--- config.mk ---
export PLATFORM = sky130hd
export DESIGN_NAME = mpgt_ctrl
export DESIGN_NICKNAME = d
export VERILOG_FILES = /design/src/design/mpgt_pkg.sv /design/src/design/mpgt_ctrl.sv
export SDC_FILE = /design/constraint.sdc
export NUM_CORES = 1
export LEC_CHECK = 0
export BUFFER_PORTS_ARGS = -buffer_cell sky130_fd_sc_hd__buf_2
export CAP_MARGIN = 10
export CELL_PAD_IN_SITES_DETAIL_PLACEMENT = 0
export CELL_PAD_IN_SITES_GLOBAL_PLACEMENT = 2
export CORE_MARGIN = 2
export CORE_UTILIZATION = 21
export DETAILED_ROUTE_END_ITERATION = 8
export PLACE_DENSITY = 0.83
export RECOVER_POWER = 100
export SLEW_MARGIN = 20
export SYNTH_ARGS = -nofsm -noshare
export SYNTH_HDL_FRONTEND = slang
export SYNTH_SLANG_ARGS = --single-unit
export TNS_END_PERCENT = 30
--- constraint.sdc ---
create_clock -name clk -period 1.6 [get_ports clk]
set_input_delay 0.32 -clock clk [delete_from_list [all_inputs] [get_ports clk]]
set_output_delay 0.32 -clock clk [all_outputs]
set_load 0.01 [all_outputs]
--- src/design/mpgt_pkg.sv ---
// Shared types and constants for the pinch gesture tracker.
// No dependencies.
package mpgt_pkg;
	localparam logic [1:0] OP_DOWN = 2'd0;
	localparam logic [1:0] OP_UP = 2'd1;
	localparam logic [1:0] OP_MOVE = 2'd2;
	localparam logic [1:0] OP_RSVD = 2'd3;
	localparam logic [1:0] KIND_GESTURE = 2'd3;
	localparam logic [21:0] DIST_MAX = 22'h3FFFFF;

	// commands from controller to datapath
	typedef struct packed {
		logic load;       // capture input item
		logic lookup;     // apply table update, latch decision
		logic pair_init;  // start pair walk and centroid division
		logic pair_next;  // advance pair pointer
		logic sqrt_start; // start root of current pair
		logic sqrt_step;  // one root iteration
		logic sum_acc;    // accumulate finished root
		logic div_step;   // one centroid divide iteration
		logic finish;     // commit gesture
	} mpgt_cmd_t;

	// status from datapath to controller
	typedef struct packed {
		logic emit_pass;  // pass the event on
		logic do_gesture; // all fingers marked
		logic pair_ok;    // current pair is two valid slots
		logic pair_done;  // pair walk finished
		logic sqrt_done;
		logic div_done;
	} mpgt_sts_t;
endpackage

--- src/design/mpgt_ctrl.sv ---
// Controller state machine of the pinch gesture tracker.
// Depends on mpgt_pkg.
module mpgt_ctrl (
	input logic clk,
	input logic arst_n,
	input logic start,
	output logic busy,
	output logic strobe,
	output logic sel_gesture,
	output mpgt_pkg::mpgt_cmd_t cmd,
	input mpgt_pkg::mpgt_sts_t sts
);
	typedef enum logic [2:0] {
		S_IDLE, S_LOOK, S_DECIDE, S_PAIR, S_ROOT, S_DIV, S_FIN
	} state_t;
	state_t state_q;

	always_comb begin
		cmd = '0;
		cmd.load = (state_q == S_IDLE) && start;
		cmd.lookup = (state_q == S_LOOK);
		case (state_q)
			S_DECIDE: cmd.pair_init = sts.do_gesture;
			S_PAIR: begin
				if (!sts.pair_done) begin
					if (sts.pair_ok) cmd.sqrt_start = 1'b1;
					else cmd.pair_next = 1'b1;
				end
			end
			S_ROOT: begin
				if (sts.sqrt_done) begin
					cmd.sum_acc = 1'b1;
					cmd.pair_next = 1'b1;
				end else cmd.sqrt_step = 1'b1;
			end
			S_DIV: cmd.div_step = !sts.div_done;
			S_FIN: cmd.finish = 1'b1;
			default: ;
		endcase
		// divider runs alongside the pair walk
		if (state_q == S_PAIR || state_q == S_ROOT) cmd.div_step = !sts.div_done;
	end

	assign busy = (state_q != S_IDLE);

	always_ff @(posedge clk or negedge arst_n) begin
		if (!arst_n) begin
			state_q <= S_IDLE;
			strobe <= 1'b0;
			sel_gesture <= 1'b0;
		end else begin
			strobe <= 1'b0;
			case (state_q)
				S_IDLE: if (start) state_q <= S_LOOK;
				S_LOOK: state_q <= S_DECIDE;
				S_DECIDE: begin
					if (sts.do_gesture) state_q <= S_PAIR;
					else begin
						strobe <= sts.emit_pass;
						sel_gesture <= 1'b0;
						state_q <= S_IDLE;
					end
				end
				S_PAIR: begin
					if (sts.pair_done) state_q <= S_DIV;
					else if (sts.pair_ok) state_q <= S_ROOT;
				end
				S_ROOT: if (sts.sqrt_done) state_q <= S_PAIR;
				S_DIV: if (sts.div_done) state_q <= S_FIN;
				S_FIN: begin
					strobe <= 1'b1;
					sel_gesture <= 1'b1;
					state_q <= S_IDLE;
				end
				default: state_q <= S_IDLE;
			endcase
		end
	end

	a_strobe_idle: assert property (@(posedge clk) disable iff (!arst_n)
		strobe |-> !busy || $past(state_q) == S_FIN || $past(state_q) == S_DECIDE)
		else $error("strobe outside completion");
	a_no_load_busy: assert property (@(posedge clk) disable iff (!arst_n)
		busy |-> !cmd.load) else $error("load while busy");
	a_root_exclusive: assert property (@(posedge clk) disable iff (!arst_n)
		!(cmd.sqrt_start && cmd.sqrt_step)) else $error("root start and step");
endmodule

# Word level (Yosys, flattened, before mapping)
# Index checks and enable logic that the tools add are counted.
dict set report totals {
  reg_bits 5
  latch_bits 0
  ram_bits 0
  mem_bits_ro 0
  input_bits 9
  output_inout_bits 12
  elab_cells 45
  memories 0
}
dict set report op_classes {
  n_addsub 0
  mul 0
  div_mod_pow 0
  n_lt_le_gt_ge 0
  eq_ne 11
  n_shift 0
  mux 23
  bitwise_logic 0
  n_reduce_logical 8
}
# cell count
set op_table {}
lappend op_table {{3-bit one-hot mux with 6 select lines} 1}
lappend op_table {{3-bit two-way mux} 5}
lappend op_table {{1-bit two-way mux} 11}
lappend op_table {{3-bit equality test (second input constant)} 3}
lappend op_table {{2-bit != test (second input constant)} 4}
lappend op_table {{3-bit by 2-bit equality test with 1-bit output (second input constant)} 2}
lappend op_table {{2-bit two-way mux} 3}
lappend op_table {{1-bit one-hot mux with 2 select lines} 3}
lappend op_table {{4-bit AND reduction} 1}
lappend op_table {{3-bit by 1-bit equality test with 1-bit output (second input constant)} 1}
lappend op_table {{3-bit logical NOT} 1}
lappend op_table {{3-bit != test (second input constant)} 1}
lappend op_table {{3-bit nonzero test} 1}
lappend op_table {{2-bit AND reduction} 1}
lappend op_table {{2-bit nonzero test} 1}
lappend op_table {{1-bit logical AND} 1}
lappend op_table {{1-bit logical NOT} 1}
lappend op_table {{1-bit logical OR} 1}

# Depth between registers and ports, before layout
dict set report logic_depth {
  ltp_word 3
  depth_mapped 5
  ltp_nobuf 4
}

# Least setup slack after synthesis
# No wires, ideal clock.
dict set report synth_timing {
  kind {reg2out}
  from {register state_q[1]}
  to {output port cmd[5] in the netlist's numbering}
  arrival_time_ps 1083
  t_required_ps 1280
  path_slack_ps 197
  path_stages_with_launch 4
  cell_sequence {dfrtp_1 buf_6 nor3_1 nand2b_1}
}
# item line_no
set synth_lines {}
lappend synth_lines {{from (decl)} mpgt_ctrl.sv:16} ;# state_t state_q;
lappend synth_lines {{from (signal assigned)} mpgt_ctrl.sv:48} ;# state_q <= S_IDLE;
lappend synth_lines {{from (signal assigned)} mpgt_ctrl.sv:54} ;# S_IDLE: if (start) state_q <= S_LOOK;
lappend synth_lines {{from (signal assigned)} mpgt_ctrl.sv:55} ;# S_LOOK: state_q <= S_DECIDE;
lappend synth_lines {{to (decl)} mpgt_ctrl.sv:10} ;# output mpgt_pkg::mpgt_cmd_t cmd,

==> impl_metrics.yaml <==
setup_path:
  cp.required_ps: 1280
  crit_fanout: 4
  crit_path_start_kind: "register"
  arrival_ps: 1300
  r2r_setup_slack_ps: 420
  critPathKind: "reg -> out"
  end_kind: "primary output"
power_and_ir_drop:
  peakVddDrop_mv: 0.622
  leakage_uw: 0.000286
  powerDensity_nw_per_um2: 1740
floorplanning:
  die_w_um: 47.0
  start_util_pct: 22.5
  die-area_sq_um: 2210
  pin_count: 21
  die_h_um: 47.0
  rows: 15
  coreArea_sq_um: 1730
sta:
  hold_ws_ps: 334
  min_period_ps: 1620
  period_share_pct: 102
  fin_skew_ps: 2.69
  finalSetupTns_ps: -32.9
  slew_viol_final: 0
  relSlewSlack_pct: 81.9
  clock.fmax_ghz: 0.615
  rsz0062_at_grt: "true"
  setup-violations-final: 2
  worst_pin_slew_ps: 272
  finalHoldViolations: 0
  worst_slack_ps: -24.7
drt:
  first_pass_iters: 4
  via_per_inst: 4.31
  route.detailed.drc: 0
  ant_nets: 0
  vias: 431
  wl_per_cell_um: 9.89
  first_iter_violations: 10
  drt_wl_total_um: 989
clocking:
  numCtsBuffers: 3
  cts.htree.levels: 1
  cts_root_buf: "clkbuf_4"
  cts_tree: "built"
  clk_pin_slew_ps: 40
  cts.sinks: 5
  cts_buffer_depth: 2
  clock_latency_ps: 240
yosys:
  ys_seq_elements: 5
  syn_nets: 59
  synth_top_cell_by_area: "dfrtp_1"
  synth.avg_cell_area_sq_um: 7.78
  synth_area_sq_um: 389
  synth.top_cell.area_share_pct: 32.2
  ys_warn_count: 0
  synth_cell_types: 20
  ys_seq_area_share_pct: 32.2
  syn_inst: 50
  synth.area.top_cells: "dfrtp_1 (32%), nand2b_1 (13%), buf_6 (8.7%), nor2_1 (6.8%), a21oi_1 (6.4%)"
placed_design:
  portBuffers: 20
  dp_hpwl_um: 763
  gp_congestion: 0.823
  placed_cells: 93
final_layout:
  final_common_cell: "buf_2"
  area_growth_syn_to_layout_pct: 43.7
  nNetsFinal: 85
  drive_gt1_share_pct: 44.0
  fill_cells: 207
  final_cell_mix: "buf_2 (19), nor2_1 (7), nand2b_1 (7), a21oi_1 (5), nand2_1 (4)"
  layoutNonFillerInstCount: 100
  diodes: 0
grt:
  gr-total-overflow: 0
  grt_use_total_pct: 11.3
  grt_pass1_vias: 402
  grt_pass1_wl_um: 1660
  grt_max_degree: 10
  antenna_found_initial: 0
job:
  drv_cap: 0
run_status:
  violations: "setup timing"
  outcome: "complete, but fails checks"
min_path:
  hp-class: "in -> reg"
critical path, cell delays in order, from the launching register on:
cell and delay (ps):
dfrtp_1 420, nand2b_4 160, or2_1 220, a21oi_1 120, buf_2 140
kinds of logic after synthesis:
logic type	synth area share (%)
compound gates	17.4
flops	32.2
buf+inv	11.6
simple gates	38.9
report_power, final:
group | internal, uW | switching, uW | leakage (uW)
sequential | 185 | 86.6 | 0.0000625
clock | 94.2 | 51.1 | 0.0000150
combinational | 279 | 278 | 0.000208
total | 559 | 416 | 0.000286
layer usage:
metal	vias to the layer above	routed length, um	GRT usage, %
li1	217	-	-
met2	16	458	16.4
met4	0	13	5.00
met3	2	76	6.92
met1	196	441	13.2
met5	-	0	0
per-stage QoR:
step	instance area [sq um]	power [uW]	util [%]	setup WS, ps
global route	559	1080	32.4	-101
CTS	548	967	31.7	-37.7
finish	559	974	32.4	-24.7
floorplan	389	670	-	197
detailed placement	494	775	28.6	147
global placement	494	780	28.6	165
worst paths after layout:
check,from,to,depth (start not counted)
max,state_q[2]$_DFFE_PN0P_,cmd[1],4
min,sts[5],strobe$_DFF_PN0_,3
max reg2reg,state_q[2]$_DFFE_PN0P_,state_q[1]$_DFFE_PN0P_,5
min reg2reg,sel_gesture$_DFFE_PN0P_,sel_gesture$_DFFE_PN0P_,2
max in group asynchronous,arst_n,state_q[0]$_DFFE_PN0P_,2
min in group asynchronous,arst_n,strobe$_DFF_PN0_,2
repair_timing:
action,4_1_cts,5_1_grt
resized for setup,2,2
setup endpoints to repair,5,8
hold endpoints to repair,5,0
pin swaps,2,0
setup buffers,2,0
hold buffers,1,0
cells in the mapped netlist (all sizes together):
cell type and instances:
and2 1, or3 1, nor3 2, or2 1, nand2 4, and3 1
o21ai 4, o22a 1, o22ai 1, a21oi 5, nand2b 9, o211ai 1
inv 3, dfrtp 5, nor2 8, buf 3
layout make-up:
cell class,instances,area (sq um),share of cell area [%]
clock buffer,4,26.3,4.70
inverter,3,11.3,2.01
multi-input combinational,39,231,41.4
sequential,5,128,22.8
tap,25,31.3,5.59
timing repair buffer,24,131,23.5
state kept, by name, indices dropped and copies added, names as in the netlist:
signal / flops
strobe: 1
sel_gesture: 1
state_q: 3
Note: power is estimated with default switching activity, not from simulation.
